<file path="src/hdl/rc4x_pkg.sv">
// Shared types and constants for the RC4 stream cipher with output mask.
// No dependencies; every other file in this folder imports this package.
package rc4x_pkg;

    localparam int BYTE_W        = 8;
    localparam int PERM_DEPTH    = 256;
    localparam int KEY_DEPTH_DEF = 32;

    localparam logic [BYTE_W-1:0] OUT_MASK  = 8'd42;
    localparam logic [BYTE_W-1:0] LAST_STEP = 8'hFF;

    localparam logic ACT_KEY  = 1'b0;
    localparam logic ACT_DATA = 1'b1;

    typedef enum logic [2:0] {
        ST_IDLE,
        ST_PG_RDY,
        ST_PG_RDT,
        ST_PG_FIN,
        ST_KS_RDI,
        ST_KS_RDJ,
        ST_KS_WRI,
        ST_KS_WRJ
    } state_t;

    typedef struct packed {
        logic              en;
        logic [BYTE_W-1:0] addr;
        logic [BYTE_W-1:0] data;
    } perm_wr_t;

endpackage

</file>
<file path="src/hdl/rc4x_perm_ram.sv">
// Permutation memory: 256 bytes, one registered read port, one write port.
// An entry never written since the last clear reads as its own index. Uses rc4x_pkg.
module rc4x_perm_ram
    import rc4x_pkg::*;
(
    input  logic              clk,
    input  logic              rst_n,
    input  logic              clear,
    input  logic              rd_en,
    input  logic [BYTE_W-1:0] rd_addr,
    input  perm_wr_t          wr,
    output logic [BYTE_W-1:0] rd_data
);

    logic [BYTE_W-1:0]     mem [PERM_DEPTH];
    logic [PERM_DEPTH-1:0] valid_reg;
    logic [BYTE_W-1:0]     mem_q_reg;
    logic [BYTE_W-1:0]     addr_q_reg;
    logic                  hit_q_reg;

    always_ff @(posedge clk)
    begin
        if (wr.en)
        begin
            mem[wr.addr] <= wr.data;
        end
        if (rd_en)
        begin
            mem_q_reg  <= mem[rd_addr];
            addr_q_reg <= rd_addr;
        end
    end

    always_ff @(posedge clk or negedge rst_n)
    begin
        if (!rst_n)
        begin
            valid_reg <= '0;
            hit_q_reg <= 1'b0;
        end
        else
        begin
            if (clear)
            begin
                valid_reg <= '0;
            end
            else if (wr.en)
            begin
                valid_reg[wr.addr] <= 1'b1;
            end
            if (rd_en)
            begin
                hit_q_reg <= valid_reg[rd_addr];
            end
        end
    end

    // Entries not written since the last clear hold the identity.
    assign rd_data = hit_q_reg ? mem_q_reg : addr_q_reg;

endmodule

</file>
<file path="src/hdl/rc4x_key_ram.sv">
// Key byte store: simple synchronous RAM with a registered read port.
// Contents are undefined until written. Uses rc4x_pkg for the byte width.
module rc4x_key_ram
    import rc4x_pkg::*;
#(
    parameter int DEPTH = KEY_DEPTH_DEF,
    parameter int AW    = (DEPTH > 1) ? $clog2(DEPTH) : 1
)
(
    input  logic              clk,
    input  logic              wr_en,
    input  logic [AW-1:0]     wr_addr,
    input  logic [BYTE_W-1:0] wr_data,
    input  logic              rd_en,
    input  logic [AW-1:0]     rd_addr,
    output logic [BYTE_W-1:0] rd_data
);

    logic [BYTE_W-1:0] mem [DEPTH];
    logic [BYTE_W-1:0] rd_data_reg;

    always_ff @(posedge clk)
    begin
        if (wr_en)
        begin
            mem[wr_addr] <= wr_data;
        end
        if (rd_en)
        begin
            rd_data_reg <= mem[rd_addr];
        end
    end

    assign rd_data = rd_data_reg;

endmodule

</file>
<file path="src/hdl/rc4_xor42_stream_cipher.sv">
// Top level of the RC4 stream cipher with an XOR-42 output mask.
// Depends on rc4x_pkg, rc4x_perm_ram and rc4x_key_ram.
//
//   Channel  Handshake             Payload                        Direction
//   -------  --------------------  -----------------------------  ---------
//   input    in_valid / in_stall   action, byte_value, last_key   into block
//   output   out_valid / out_stall out_byte                       out of block
//
// A key byte that is not the last leaves the block idle. A data byte steps
// through ST_PG_RDY, ST_PG_RDT and ST_PG_FIN: the single permutation port
// serves the reads of S[x], S[y] and S[S[x]+S[y]] one after another, and the
// swap writes go out in ST_PG_RDT and ST_PG_FIN. A last key byte starts 256
// key schedule steps (ST_KS_RDI to ST_KS_WRJ), during which in_stall stays high.
// Reset takes effect at once: the permutation's valid bits clear, so it reads
// as the identity without any clearing pass. A result waits in the output
// register while out_stall is high; the next item is still taken meanwhile,
// but a data byte holds in its last cycle until the output register is free.
module rc4_xor42_stream_cipher
    import rc4x_pkg::*;
#(
    parameter int KEY_DEPTH = KEY_DEPTH_DEF
)
(
    input  logic              clk,
    input  logic              rst_n,
    input  logic              in_valid,
    output logic              in_stall,
    input  logic              action,
    input  logic [BYTE_W-1:0] byte_value,
    input  logic              last_key,
    output logic              out_valid,
    input  logic              out_stall,
    output logic [BYTE_W-1:0] out_byte
);

    localparam int KW = (KEY_DEPTH > 1) ? $clog2(KEY_DEPTH) : 1;
    localparam int CW = $clog2(KEY_DEPTH + 1);

    state_t state_reg, state_next;

    // RC4 indices, key-schedule counters and working registers.
    logic [BYTE_W-1:0] x_reg, x_next;
    logic [BYTE_W-1:0] y_reg, y_next;
    logic [BYTE_W-1:0] i_reg, i_next;
    logic [BYTE_W-1:0] j_reg, j_next;
    logic [KW-1:0]     k_reg, k_next;
    logic [CW-1:0]     count_reg, count_next;
    logic [BYTE_W-1:0] a_reg, a_next;
    logic [BYTE_W-1:0] b_reg, b_next;
    logic [BYTE_W-1:0] t_reg, t_next;
    logic [BYTE_W-1:0] data_reg, data_next;
    logic              out_valid_reg, out_valid_next;
    logic [BYTE_W-1:0] out_byte_reg, out_byte_next;

    // Memory controls.
    logic              perm_clear;
    logic              perm_rd_en;
    logic [BYTE_W-1:0] perm_rd_addr;
    perm_wr_t          perm_wr;
    logic [BYTE_W-1:0] perm_rd_data;
    logic              key_wr_en;
    logic              key_rd_en;
    logic [BYTE_W-1:0] key_rd_data;

    logic              in_xfer;
    logic              out_free;
    logic [CW-1:0]     k_inc;
    logic [BYTE_W-1:0] ks;

    // New input is taken only while idle.
    assign in_stall = (state_reg != ST_IDLE);
    assign in_xfer  = in_valid && !in_stall;
    assign out_free = !out_valid_reg || !out_stall;
    assign k_inc    = CW'(k_reg) + CW'(1);

    // The swap has written S[x] = b and will write S[y] = a; the read of
    // S[a+b] was issued before those writes landed, so matching entries are
    // taken from the registers, with S[y] winning when x equals y.
    always_comb
    begin
        if (t_reg == y_reg)
        begin
            ks = a_reg;
        end
        else if (t_reg == x_reg)
        begin
            ks = b_reg;
        end
        else
        begin
            ks = perm_rd_data;
        end
    end

    rc4x_perm_ram u_perm (
        .clk     (clk),
        .rst_n   (rst_n),
        .clear   (perm_clear),
        .rd_en   (perm_rd_en),
        .rd_addr (perm_rd_addr),
        .wr      (perm_wr),
        .rd_data (perm_rd_data)
    );

    rc4x_key_ram #(
        .DEPTH (KEY_DEPTH),
        .AW    (KW)
    ) u_key (
        .clk     (clk),
        .wr_en   (key_wr_en),
        .wr_addr (count_reg[KW-1:0]),
        .wr_data (byte_value),
        .rd_en   (key_rd_en),
        .rd_addr (k_reg),
        .rd_data (key_rd_data)
    );

    // Next-state logic.
    always_comb
    begin
        state_next = state_reg;
        case (state_reg)
            ST_IDLE:
            begin
                if (in_xfer)
                begin
                    if (action == ACT_DATA)
                    begin
                        state_next = ST_PG_RDY;
                    end
                    else if (last_key)
                    begin
                        state_next = ST_KS_RDI;
                    end
                end
            end
            ST_PG_RDY: state_next = ST_PG_RDT;
            ST_PG_RDT: state_next = ST_PG_FIN;
            ST_PG_FIN:
            begin
                if (out_free)
                begin
                    state_next = ST_IDLE;
                end
            end
            ST_KS_RDI: state_next = ST_KS_RDJ;
            ST_KS_RDJ: state_next = ST_KS_WRI;
            ST_KS_WRI: state_next = ST_KS_WRJ;
            ST_KS_WRJ:
            begin
                if (i_reg == LAST_STEP)
                begin
                    state_next = ST_IDLE;
                end
                else
                begin
                    state_next = ST_KS_RDI;
                end
            end
            default: state_next = ST_IDLE;
        endcase
    end

    // Datapath and memory control.
    always_comb
    begin
        x_next         = x_reg;
        y_next         = y_reg;
        i_next         = i_reg;
        j_next         = j_reg;
        k_next         = k_reg;
        count_next     = count_reg;
        a_next         = a_reg;
        b_next         = b_reg;
        t_next         = t_reg;
        data_next      = data_reg;
        out_byte_next  = out_byte_reg;
        out_valid_next = out_valid_reg && out_stall;
        perm_clear     = 1'b0;
        perm_rd_en     = 1'b0;
        perm_rd_addr   = x_reg;
        perm_wr        = '0;
        key_wr_en      = 1'b0;
        key_rd_en      = 1'b0;

        case (state_reg)
            ST_IDLE:
            begin
                if (in_xfer)
                begin
                    if (action == ACT_DATA)
                    begin
                        x_next       = x_reg + 8'd1;
                        data_next    = byte_value;
                        perm_rd_en   = 1'b1;
                        perm_rd_addr = x_reg + 8'd1;
                    end
                    else
                    begin
                        // The count saturates once the store is full.
                        if (count_reg < CW'(KEY_DEPTH))
                        begin
                            key_wr_en  = 1'b1;
                            count_next = count_reg + CW'(1);
                        end
                        if (last_key)
                        begin
                            perm_clear = 1'b1;
                            i_next     = '0;
                            j_next     = '0;
                            k_next     = '0;
                        end
                    end
                end
            end
            ST_PG_RDY:
            begin
                a_next       = perm_rd_data;
                y_next       = y_reg + perm_rd_data;
                perm_rd_en   = 1'b1;
                perm_rd_addr = y_reg + perm_rd_data;
            end
            ST_PG_RDT:
            begin
                b_next       = perm_rd_data;
                t_next       = a_reg + perm_rd_data;
                perm_wr.en   = 1'b1;
                perm_wr.addr = x_reg;
                perm_wr.data = perm_rd_data;
                perm_rd_en   = 1'b1;
                perm_rd_addr = a_reg + perm_rd_data;
            end
            ST_PG_FIN:
            begin
                if (out_free)
                begin
                    perm_wr.en     = 1'b1;
                    perm_wr.addr   = y_reg;
                    perm_wr.data   = a_reg;
                    out_valid_next = 1'b1;
                    out_byte_next  = data_reg ^ ks ^ OUT_MASK;
                end
            end
            ST_KS_RDI:
            begin
                perm_rd_en   = 1'b1;
                perm_rd_addr = i_reg;
                key_rd_en    = 1'b1;
            end
            ST_KS_RDJ:
            begin
                a_next       = perm_rd_data;
                j_next       = j_reg + perm_rd_data + key_rd_data;
                perm_rd_en   = 1'b1;
                perm_rd_addr = j_reg + perm_rd_data + key_rd_data;
            end
            ST_KS_WRI:
            begin
                perm_wr.en   = 1'b1;
                perm_wr.addr = i_reg;
                perm_wr.data = perm_rd_data;
            end
            ST_KS_WRJ:
            begin
                perm_wr.en   = 1'b1;
                perm_wr.addr = j_reg;
                perm_wr.data = a_reg;
                i_next       = i_reg + 8'd1;
                // The key repeats cyclically over the bytes loaded.
                if (k_inc >= count_reg)
                begin
                    k_next = '0;
                end
                else
                begin
                    k_next = k_reg + KW'(1);
                end
                if (i_reg == LAST_STEP)
                begin
                    x_next     = '0;
                    y_next     = '0;
                    count_next = '0;
                end
            end
            default:
            begin
                perm_rd_en = 1'b0;
            end
        endcase
    end

    always_ff @(posedge clk or negedge rst_n)
    begin
        if (!rst_n)
        begin
            state_reg     <= ST_IDLE;
            x_reg         <= '0;
            y_reg         <= '0;
            i_reg         <= '0;
            j_reg         <= '0;
            k_reg         <= '0;
            count_reg     <= '0;
            out_valid_reg <= 1'b0;
        end
        else
        begin
            state_reg     <= state_next;
            x_reg         <= x_next;
            y_reg         <= y_next;
            i_reg         <= i_next;
            j_reg         <= j_next;
            k_reg         <= k_next;
            count_reg     <= count_next;
            out_valid_reg <= out_valid_next;
        end
    end

    always_ff @(posedge clk)
    begin
        a_reg        <= a_next;
        b_reg        <= b_next;
        t_reg        <= t_next;
        data_reg     <= data_next;
        out_byte_reg <= out_byte_next;
    end

    assign out_valid = out_valid_reg;
    assign out_byte  = out_byte_reg;

endmodule

</file>
<file path="config.mk">
export PLATFORM = sky130hd
export DESIGN_NAME = rc4_xor42_stream_cipher
export DESIGN_NICKNAME = d
export VERILOG_FILES = /design/src/hdl/rc4x_pkg.sv /design/src/hdl/rc4x_perm_ram.sv /design/src/hdl/rc4x_key_ram.sv /design/src/hdl/rc4_xor42_stream_cipher.sv
export SDC_FILE = /design/constraint.sdc
export NUM_CORES = 2
export LEC_CHECK = 0
export ABC_AREA = 0
export BUFFER_PORTS_ARGS = -buffer_cell sky130_fd_sc_hd__buf_2
export CAP_MARGIN = 20
export CORE_UTILIZATION = 30
export DETAILED_ROUTE_END_ITERATION = 10
export PLACE_DENSITY = 0.45
export SLEW_MARGIN = 5
export SYNTH_ARGS = -nofsm -noshare
export SYNTH_HDL_FRONTEND = slang
export SYNTH_HIERARCHICAL = 1
export SYNTH_SLANG_ARGS = --single-unit
</file>
<file path="constraint.sdc">
create_clock -name clk -period 13.2 [get_ports clk]
set_clock_uncertainty 0.1 [all_clocks]
set_input_delay 1.32 -clock clk [delete_from_list [all_inputs] [get_ports clk]]
set_output_delay 1.32 -clock clk [all_outputs]
set_load 0.03 [all_outputs]
</file>
==> flow_metrics.tcl <==
set metrics [dict create \
    seqCellArea_um2 78700 \
    synth_area_leader_cell "edfxtp_1" \
    yosys_warnings 6 \
    ant_nets 0 \
    grt_pass1_wl_mm 437 \
    synth_top_flop_cell "edfxtp_1" \
    clkSinkCount 2672 \
    period_share 0.638 \
    grt_use_met2 0.276 \
    firstDrtPassIters 5 \
    die_h_um 594 \
    fmax_ghz 0.119 \
    vias 54332 \
    syn_to_final_growth_pct 15.5 \
    synth-async-reset-ratio 0.114 \
    port_buffers 23 \
    grt_max_degree 181 \
    setup_viol 0 \
    grt_setup_unrepaired "no" \
    synth_seq_cells 2672 \
    ctsHtreeMaxLevel 5 \
    crit_fanout 65 \
    r2r_slack_ps 4780 \
    dpl.hpwl_mm 192 \
    status "finished clean" \
    r2r_start "u_perm/hit_q_reg" \
    wl_per_cell_um 29.2 \
    largest_reg_flops 2048 \
    syn_nets 5589 \
    synth_edf_count 2368 \
    vias_per_cell 5.15 \
    r2r-end "u_perm/mem_q_reg[7]" \
    fin_tns_setup_ps 0 \
    gp_congestion 0.831 \
    path_clk_slew_ps 60 \
    maxCapViolCount 0 \
    grt_antenna_before_repair 12 \
    route.detailed.drc 0 \
    grtUsageMet3 0.0280 \
    grt-ovfl-total 0 \
    cts_buffers 303 \
    fin_crit_ps 8420 \
    top_usage_layer "met2" \
    cp_data_required_time_ps 13890 \
    grt_use_met1 0.242 \
    finalWorstSetupSlack_ps 4780 \
    synth_top_area_frac 0.675 \
    io_pins 24 \
    netlist_instances 5535 \
    clkLatencyLatePin_ps 920 \
    crit_path_start_kind "flip-flop" \
    coreArea_um2 349000 \
    postCtsResizedCells 0 \
    cts_max_path_buffers 4 \
    rows 217 \
    cts_tree "done" \
    hold_viol 0 \
    die_w_um 594 \
    end_kind "flip-flop" \
    netlist_top_cells_area "edfxtp_1, mux4_2, dfrtp_1" \
    multi_input_area_um2 25300 \
    drive_above_1_share 0.227 \
    syn-cell-area_um2 105000 \
    drt_iter0_drc 5211 \
    holdBufCountCts 0 \
    critPathArrivalTime_ps 9110 \
    tightest_slew_ps 1170 \
    drt-total-wl_mm 307 \
    worstSetupPathType "reg2reg" \
    post_cts_buffers 0 \
    slew_headroom 0.217 \
    cts_root_buf "clkbuf_16" \
    cp-startpoint "u_perm/hit_q_reg" \
    hold_path_class "in2async" \
    place_ws_ps 4880 \
    synth-seq-area-share 0.747 \
    die-area_um2 353000 \
    yosysUniqueCellTypes 74 \
    start_util 0.301 \
    grt_util_all_layers 0.172 \
    grt_pass1_vias 55614 \
    syn_area_per_cell_um2 19.0 \
    fillers 32523 \
    worstRegToRegCells 20 \
    nNetsFinal 5744 \
    final_max_slew_viol_count 0 \
]
synthesized netlist by cell type, types with 10 or more instances:
cell      number
mux2_2        19
a21oi_1      157
nor4_1        35
nand2b_1      12
ha_1          30
o21ai_0       29
nor2b_1       20
o22ai_1       25
a22oi_1      259
nor2_1       795
inv_1         19
o221ai_1      10
buf_2         70
nor3_1        14
o21ai_1       16
buf_1         38
nand4_1       22
buf_4         11
o21ba_1       21
mux4_2       643
clkbuf_1     203
mux2i_1       43
xor2_1        22
nand3_1       47
nand2_1       93
dfrtp_1      304
fa_1          10
a22o_1        28
xnor2_1       28
or2_1         11
edfxtp_1    2368
critical path, cell delays in order, from the launching register on:
cell,delay (ps)
dfrtp_1,570
mux2_2,370
inv_1,140
fa_1,520
inv_1,50
ha_1,230
fa_1,510
nor2_1,60
nor2_1,100
o22ai_1,150
a21boi_0,390
a2bb2oi_4,690
buf_4,500
nor2b_4,990
buf_4,580
buf_4,710
a22oi_1,200
a21oi_1,360
nor4_1,190
o22ai_1,530
or2_1,190
layout make-up:
class | instances | area share
Antenna cell | 4 | 0.0000823
Tap cell | 4599 | 0.0473
Multi-Input combinational cell | 2512 | 0.208
Timing Repair Buffer | 176 | 0.0123
Inverter | 25 | 0.000772
Clock buffer | 383 | 0.0671
Clock inverter | 173 | 0.0168
Sequential cell | 2672 | 0.647
worst max path at each step:
stage | slack [ps] | cells past startpoint | end
after global placement | 5000 | 20 | u_perm/mem_q_reg[0]
after floorplan | 7150 | 2 | u_perm/mem[0][1]
after detailed placement | 4880 | 20 | u_perm/mem_q_reg[7]
after global routing | 4570 | 20 | u_perm/mem_q_reg[7]
final | 4780 | 20 | u_perm/mem_q_reg[7]
after CTS | 4840 | 20 | u_perm/mem_q_reg[7]
stage by stage:
stage / area, µm² / util / hold slack [ps] / std cells
2_1_floorplan: 105000 / - / 358 / 5535
3_3_place_gp: 111000 / 0.318 / 370 / 9952
3_5_place_dp: 111000 / 0.318 / 382 / 9962
4_1_cts: 121000 / 0.347 / 289 / 10518
5_1_grt: 122000 / 0.348 / 328 / 10542
6_report: 122000 / 0.348 / 296 / 10544
layer usage:
| layer | wire (µm) | part of all wire |
|---|---|---|
| met2 | 147000 | 0.48 |
| met1 | 135000 | 0.44 |
| met3 | 17400 | 0.057 |
| met4 | 7680 | 0.025 |
| met5 | 13 | 0.000042 |
cell usage in the layout, fill, tap and decap left out, drive strengths merged, types with 12 or more instances in the layout:
cell type	count
nor2b	21
edfxtp	2368
o22ai	25
dfrtp	304
a22oi	259
xor2	22
ha	30
nor2	798
nand2	93
or2	13
a22o	28
nand2b	12
inv	37
clkinv	123
nor4	35
mux4	645
mux2	28
a21oi	157
mux2i	43
o21ai	45
xnor2	28
nand3	47
o21ba	30
buf	176
nor3	15
clkbuf	383
bufinv	33
nand4	22
logic make-up (layout without fill, tap and decap cells):
logic type,count (synthesis),count (layout),synth area share
AOI/OAI and AO/OA,607,607,0.0395
other,0,4,0
muxes,716,716,0.145
xor gates and xnor gates,50,50,0.00416
adders and majority gates,40,40,0.00547
buffers and inverters,351,757,0.0141
and+or+nand+nor,1099,1099,0.0442
DFF,2672,2672,0.747
Power is not shown: default switching activity piles up to over one toggle a cycle in this logic, so the estimate is an artifact.
